===== config.mk =====
export PLATFORM = sky130hd
export DESIGN_NAME = byte_recurrence_checksum
export DESIGN_NICKNAME = d
export VERILOG_FILES = /design/src/rtl/brc_pkg.sv /design/src/rtl/byte_recurrence_checksum.sv /design/src/rtl/brc_term.sv
export SDC_FILE = /design/constraint.sdc
export NUM_CORES = 1
export LEC_CHECK = 0
export ABC_AREA = 1
export ABC_CLOCK_PERIOD_IN_PS = 37900
export CAP_MARGIN = 30
export CORE_MARGIN = 10
export CORE_UTILIZATION = 49
export CTS_CLUSTER_DIAMETER = 40
export DETAILED_ROUTE_END_ITERATION = 8
export DONT_BUFFER_PORTS = 1
export PLACE_DENSITY_LB_ADDON = 0.08
export SYNTH_ARGS = -nofsm -noshare
export SYNTH_HDL_FRONTEND = slang
export SYNTH_SLANG_ARGS = --single-unit
export TNS_END_PERCENT = 5

===== constraint.sdc =====
create_clock -name clk -period 37.9 [get_ports clk]
set_clock_uncertainty 0.2 [all_clocks]
set_input_delay 7.58 -clock clk [delete_from_list [all_inputs] [get_ports clk]]
set_output_delay 7.58 -clock clk [all_outputs]
set_load 0.1 [all_outputs]

===== src/rtl/brc_pkg.sv =====
// brc_pkg: widths, recurrence constants and the mod-65535 reduction
// shared by the checksum block. Depends on nothing.
package brc_pkg;

  localparam int unsigned ByteW  = 8;
  localparam int unsigned TermW  = 16;
  localparam int unsigned FactW  = ByteW + 1;
  localparam int unsigned ProdW  = FactW + TermW;

  localparam logic [ByteW-1:0]  AlphaMul   = 8'd17;
  localparam logic [ByteW-1:0]  BetaMul    = 8'd31;
  localparam logic [TermW-1:0]  SeedOffset = 16'd7;
  localparam logic [TermW-1:0]  SeedPrev   = 16'd1;
  localparam logic [TermW-1:0]  CkMod      = 16'hFFFF;
  localparam logic [ByteW-1:0]  PosFirst   = 8'd1;

  typedef logic [TermW-1:0] term_t;
  typedef logic [ProdW-1:0] prod_t;

  // 2^16 = 1 mod 65535: fold the high bits onto the low half twice
  function automatic term_t mod_ck(input prod_t x);
    logic [TermW:0] s1;
    logic [TermW:0] s2;
    s1 = {1'b0, x[TermW-1:0]} + {{(2*TermW+1-ProdW){1'b0}}, x[ProdW-1:TermW]};
    s2 = {1'b0, s1[TermW-1:0]} + {{TermW{1'b0}}, s1[TermW]};
    mod_ck = (s2[TermW-1:0] == CkMod) ? '0 : s2[TermW-1:0];
  endfunction

endpackage


===== src/rtl/byte_recurrence_checksum.sv =====
// byte_recurrence_checksum: running checksum over a byte stream.
// Depends on brc_pkg and brc_term.
//
//   channel | ports                              | direction
//   in      | in_valid in_stall in_data_byte     | word in
//           | in_first_byte                      |
//   out     | out_valid out_stall out_checksum   | word out
//
// One word per cycle sustained while the result is not stalled; each word
// is held in the input register and then moves into the result register.
// The term registers close the loop through a 9x16 and an 8x16 multiply and fold.
// Synchronous active-low reset gives prev = curr = 1, position 0.
// A stalled result holds the input register, which then stalls the input.
module byte_recurrence_checksum (
  input  logic                      clk,
  input  logic                      rst_n,
  input  logic                      in_valid,
  output logic                      in_stall,
  input  logic [brc_pkg::ByteW-1:0] in_data_byte,
  input  logic                      in_first_byte,
  output logic                      out_valid,
  input  logic                      out_stall,
  output brc_pkg::term_t            out_checksum
);

  logic                      s1_valid_r;
  logic [brc_pkg::ByteW-1:0] s1_byte_r;
  logic                      s1_first_r;
  logic                      out_valid_r;
  brc_pkg::term_t            out_ck_r;
  brc_pkg::term_t            prev_r;
  brc_pkg::term_t            curr_r;
  logic [brc_pkg::ByteW-1:0] pos_r;

  logic                      advance;
  logic                      s1_move;
  logic                      in_take;
  brc_pkg::term_t            step_term;
  brc_pkg::term_t            curr_nxt;
  logic [brc_pkg::ByteW-1:0] pos_nxt;

  brc_term u_term (
    .data_byte (s1_byte_r),
    .pos       (pos_r),
    .prev_term (prev_r),
    .curr_term (curr_r),
    .next_term (step_term)
  );

  assign advance  = !out_valid_r || !out_stall;
  assign s1_move  = s1_valid_r && advance;
  assign in_stall = s1_valid_r && !advance;
  assign in_take  = in_valid && !in_stall;

  always_comb begin
    if (s1_first_r) begin
      curr_nxt = {{(brc_pkg::TermW-brc_pkg::ByteW){1'b0}}, s1_byte_r} + brc_pkg::SeedOffset;
      pos_nxt  = brc_pkg::PosFirst;
    end else begin
      curr_nxt = step_term;
      pos_nxt  = pos_r + 1'b1;
    end
  end

  always_ff @(posedge clk) begin
    if (!rst_n) begin
      s1_valid_r  <= 1'b0;
      out_valid_r <= 1'b0;
      prev_r      <= brc_pkg::SeedPrev;
      curr_r      <= brc_pkg::SeedPrev;
      pos_r       <= '0;
    end else begin
      if (in_take) begin
        s1_valid_r <= 1'b1;
      end else if (s1_move) begin
        s1_valid_r <= 1'b0;
      end
      if (s1_move) begin
        out_valid_r <= 1'b1;
        prev_r      <= s1_first_r ? brc_pkg::SeedPrev : curr_r;
        curr_r      <= curr_nxt;
        pos_r       <= pos_nxt;
      end else if (!out_stall) begin
        out_valid_r <= 1'b0;
      end
    end
  end

  always_ff @(posedge clk) begin
    if (in_take) begin
      s1_byte_r  <= in_data_byte;
      s1_first_r <= in_first_byte;
    end
    if (s1_move) begin
      out_ck_r <= curr_nxt;
    end
  end

  assign out_valid    = out_valid_r;
  assign out_checksum = out_ck_r;

endmodule


===== src/rtl/brc_term.sv =====
// brc_term: one step of the second-order recurrence, reduced mod 65535.
// Depends on brc_pkg.
module brc_term (
  input  logic [brc_pkg::ByteW-1:0] data_byte,
  input  logic [brc_pkg::ByteW-1:0] pos,
  input  brc_pkg::term_t            prev_term,
  input  brc_pkg::term_t            curr_term,
  output brc_pkg::term_t            next_term
);

  logic [brc_pkg::ByteW-1:0] alpha;
  logic [brc_pkg::ByteW-1:0] beta;
  logic [brc_pkg::FactW-1:0] fact;
  brc_pkg::prod_t            pos_v;
  brc_pkg::prod_t            neg_v;
  brc_pkg::prod_t            mag;
  logic                      ge;
  brc_pkg::term_t            r;
  logic [brc_pkg::TermW:0]   t;

  always_comb begin
    alpha = brc_pkg::ByteW'(pos * brc_pkg::AlphaMul);
    beta  = brc_pkg::ByteW'(pos * brc_pkg::BetaMul);
    fact  = {1'b0, data_byte} + {1'b0, alpha};
    pos_v = brc_pkg::prod_t'(fact) * brc_pkg::prod_t'(curr_term);
    neg_v = brc_pkg::prod_t'(beta) * brc_pkg::prod_t'(prev_term);
    ge    = (pos_v >= neg_v);
    mag   = ge ? (pos_v - neg_v) : (neg_v - pos_v);
    r     = brc_pkg::mod_ck(mag);
    // negative difference: unsigned wrap leaves (1 - r) mod 65535
    t     = {1'b1, {brc_pkg::TermW{1'b0}}} - {1'b0, r};
    if (ge) begin
      next_term = r;
    end else if (t >= {1'b0, brc_pkg::CkMod}) begin
      next_term = brc_pkg::TermW'(t - {1'b0, brc_pkg::CkMod});
    end else begin
      next_term = t[brc_pkg::TermW-1:0];
    end
  end

endmodule

==> metrics <==
fraction of layout instances using a drive strength above 1 0.0363; net count after synthesis roughly 2700; peak fanout along the critical path 44; top cells by area in the synthesized netlist sky130_fd_sc_hd__fa_1 24%, sky130_fd_sc_hd__ha_1 13%, sky130_fd_sc_hd__nand2_1 12%; worst slew pin tran 0.984 ns; starting density of the core 0.500; standard cell with the maximum stage delay on the critical path sky130_fd_sc_hd__ha_1; CTS max path bufs 2; Max stage delay on crit path 0.76 ns; post-CTS setup buffers 0; IO Port Bufs 0; vias after detailed routing approximately 14000; mux share of post-synthesis cell area 0.00184; register bit count reported by yosys 67; area fraction in compound gates after synthesis 0.106; max-slew violations 0; global-route wire length before repair approximately 73000 um; overall routed net length 45100 um; number of nets with antenna violations after routing 0; Routed WL per cell 16.4 um; Tightest Hold Check Type reg -> reg; number of antenna violations at the first check in global routing 0; vias per inst 5.23; Area growth, synth to finish 4.08%; Clock Pin Slew Worst Setup and Hold Paths 0.06 ns; number of cell rows 66; setup TNS after final layout 0 ns; result of the run completed; largest family of logic cells by synthesized area adder cells; number of library cell types mapped by synthesis 53; Critical Path End Type register; peak clock frequency supported by timing 56.7 MHz; die boundary width just over 200 um; hold buffer count at cts 0; EDFF count, synth 25; Sinks on Clock Net between 60 and 70; kind of critical path reg -> reg; xor/xnor share of the synthesized area 0.0471; drc violations 0; Resized cells post-CTS 0; total core area 32700 sq um; endpoints failing setup 0; clock latency of the later-clocked register in the worst-skew pair 0.34 ns; Worst path most repeated cell sky130_fd_sc_hd__nand2_1; count of yosys warnings during synthesis 0; cell taking the most area after synthesis sky130_fd_sc_hd__fa_1; number of placed I/O pins 31; number of global-route vias before repair around 14000; Post-synth ARST share 0; length in cells of the worst reg-to-reg path between 90 and 100; worst rel slew slack 0.343; top cell type's share of synthesized area 0.241; cells after synthesis 2352; Top FF cell, synth sky130_fd_sc_hd__dfxtp_1; DRC violation total after the first TritonRoute iteration approximately 900; number of hold violations in the final report 0; Post-DP HPWL 38600 um; Data required, critical path 37.79 ns; total track usage 0.218; area share of and/or/nand/nor cells after synthesis 0.232; area of the die 41100 sq um; number of buffers created by CTS 9; Overflow after GRT 0; total number of H-tree levels 3; net total in the final layout 2693; unrepaired setup endpoints after global routing no; cell area after synthesis ~16000 sq um; hold-critical path depth 1; cell chosen for the clock root sky130_fd_sc_hd__clkbuf_16; time the final worst path needs with I/O delays and setup 17.64 ns; Critical Path Start Type register; CTS tree yes; area share of fa/ha/maj cells after synthesis 0.375; sequential element share of the synthesized area 0.0973; per-instance average area after synthesis just under 7 sq um; pin count of the biggest net entering global routing 75; chip height 203 um; count of antenna diodes in the layout 0; gp weighted congestion 0.928; TritonRoute pass-1 iters 5; Tcrit/Tclk final 0.465; max capacitance violation total 0; Worst EP arrival around 18 ns
==> final timing paths <==
check             slack [ns]               to     start
hold reg to reg         0.34         pos_r[0]  pos_r[0]
hold / removal          0.34         pos_r[0]  pos_r[0]
setup / recovery       20.26  out_checksum[9]  pos_r[0]
setup reg to reg       20.26  out_checksum[9]  pos_r[0]
==> per-stage QoR <==
step                worst slack, ns   util  cells  hold WS (ns)  area (sq um)
floorplan                     21.13      -   2352         0.257         16400
global placement              20.30  0.510   2737         0.344         16700
detailed placement            19.92  0.511   2738         0.361         16700
CTS                           19.88  0.520   2754         0.366         17000
global route                  18.47  0.520   2755         0.351         17000
finish                        20.26  0.520   2755         0.337         17000
==> cell type report <==
cell class              instances  area [sq um]
clock buffers                  11           254
clock inverters                 5          36.3
fillers                      3415         15700
inverters                     546          2050
multi-input cells            1679         12500
flip-flops and latches         67          1590
well taps                     442           553
repair buffers                  5          65.1
==> flip-flops by register name, indices dropped and copies added, names as in the netlist <==
signal and flops:
curr_r 16, out_checksum 16, prev_r 16, pos_r 8, s1_byte_r 8, out_valid 1
s1_first_r 1, s1_valid_r 1
==> cell families after synthesis <==
| kind of cell | after synthesis |
|---|---|
| and+or+nand+nor | 913 |
| buffers and inverters | 606 |
| adders and majority gates | 372 |
| AOI/OAI and AO/OA | 303 |
| xor gates and xnor gates | 88 |
| DFF | 67 |
| muxes | 3 |
==> routing by layer <==
metal,GRT usage,vias up,part of all wire
met5,0,-,0
met4,0.0485,0,0.018
met3,0.0326,50,0.058
met2,0.359,359,0.46
met1,0.297,6881,0.46
li1,-,7114,-
==> critical path, delay by kind of cell, from the launching register on <==
| kind | cells | cell delay [ns] |
|---|---|---|
| and+or+nand+nor | 47 | 6.56 |
| adders and majority gates | 14 | 5.28 |
| buffers and inverters | 12 | 1.15 |
| DFF | 1 | 0.36 |
| AOI/OAI and AO/OA | 18 | 2.69 |
| xor gates and xnor gates | 4 | 1.10 |
==> layout by cell type, fill, tap and decap left out, drive strengths merged, types with 5 or more instances in the layout <==
cell type / n
a211oi: 18
a21o: 9
a21oi: 145
a31oi: 9
buf: 5
clkbuf: 11
clkinv: 7
dfxtp: 42
edfxtp: 25
fa: 197
ha: 175
inv: 544
nand2: 553
nand3: 103
nand3b: 6
nand4: 22
nor2: 211
nor3: 6
o211ai: 6
o21ai: 90
o21bai: 11
o41ai: 5
or2: 10
xnor2: 33
xor2: 55
==> synth_stat cells, types with 5 or more instances <==
cell type,instances
sky130_fd_sc_hd__a211oi_1,18
sky130_fd_sc_hd__a21o_1,9
sky130_fd_sc_hd__a21oi_1,142
sky130_fd_sc_hd__a31oi_1,9
sky130_fd_sc_hd__buf_1,11
sky130_fd_sc_hd__buf_2,5
sky130_fd_sc_hd__clkbuf_1,40
sky130_fd_sc_hd__dfxtp_1,42
sky130_fd_sc_hd__edfxtp_1,25
sky130_fd_sc_hd__fa_1,197
sky130_fd_sc_hd__ha_1,175
sky130_fd_sc_hd__inv_1,534
sky130_fd_sc_hd__inv_2,10
sky130_fd_sc_hd__nand2_1,535
sky130_fd_sc_hd__nand2_2,15
sky130_fd_sc_hd__nand3_1,99
sky130_fd_sc_hd__nand3b_1,5
sky130_fd_sc_hd__nand4_1,22
sky130_fd_sc_hd__nor2_1,203
sky130_fd_sc_hd__nor2_2,7
sky130_fd_sc_hd__nor3_1,6
sky130_fd_sc_hd__o211ai_1,6
sky130_fd_sc_hd__o21ai_0,80
sky130_fd_sc_hd__o21ai_1,8
sky130_fd_sc_hd__o21bai_1,9
sky130_fd_sc_hd__or2_2,10
sky130_fd_sc_hd__xnor2_1,33
sky130_fd_sc_hd__xor2_1,55
Power is not shown: default switching activity piles up to over one toggle a cycle in this logic, so the estimate is an artifact.
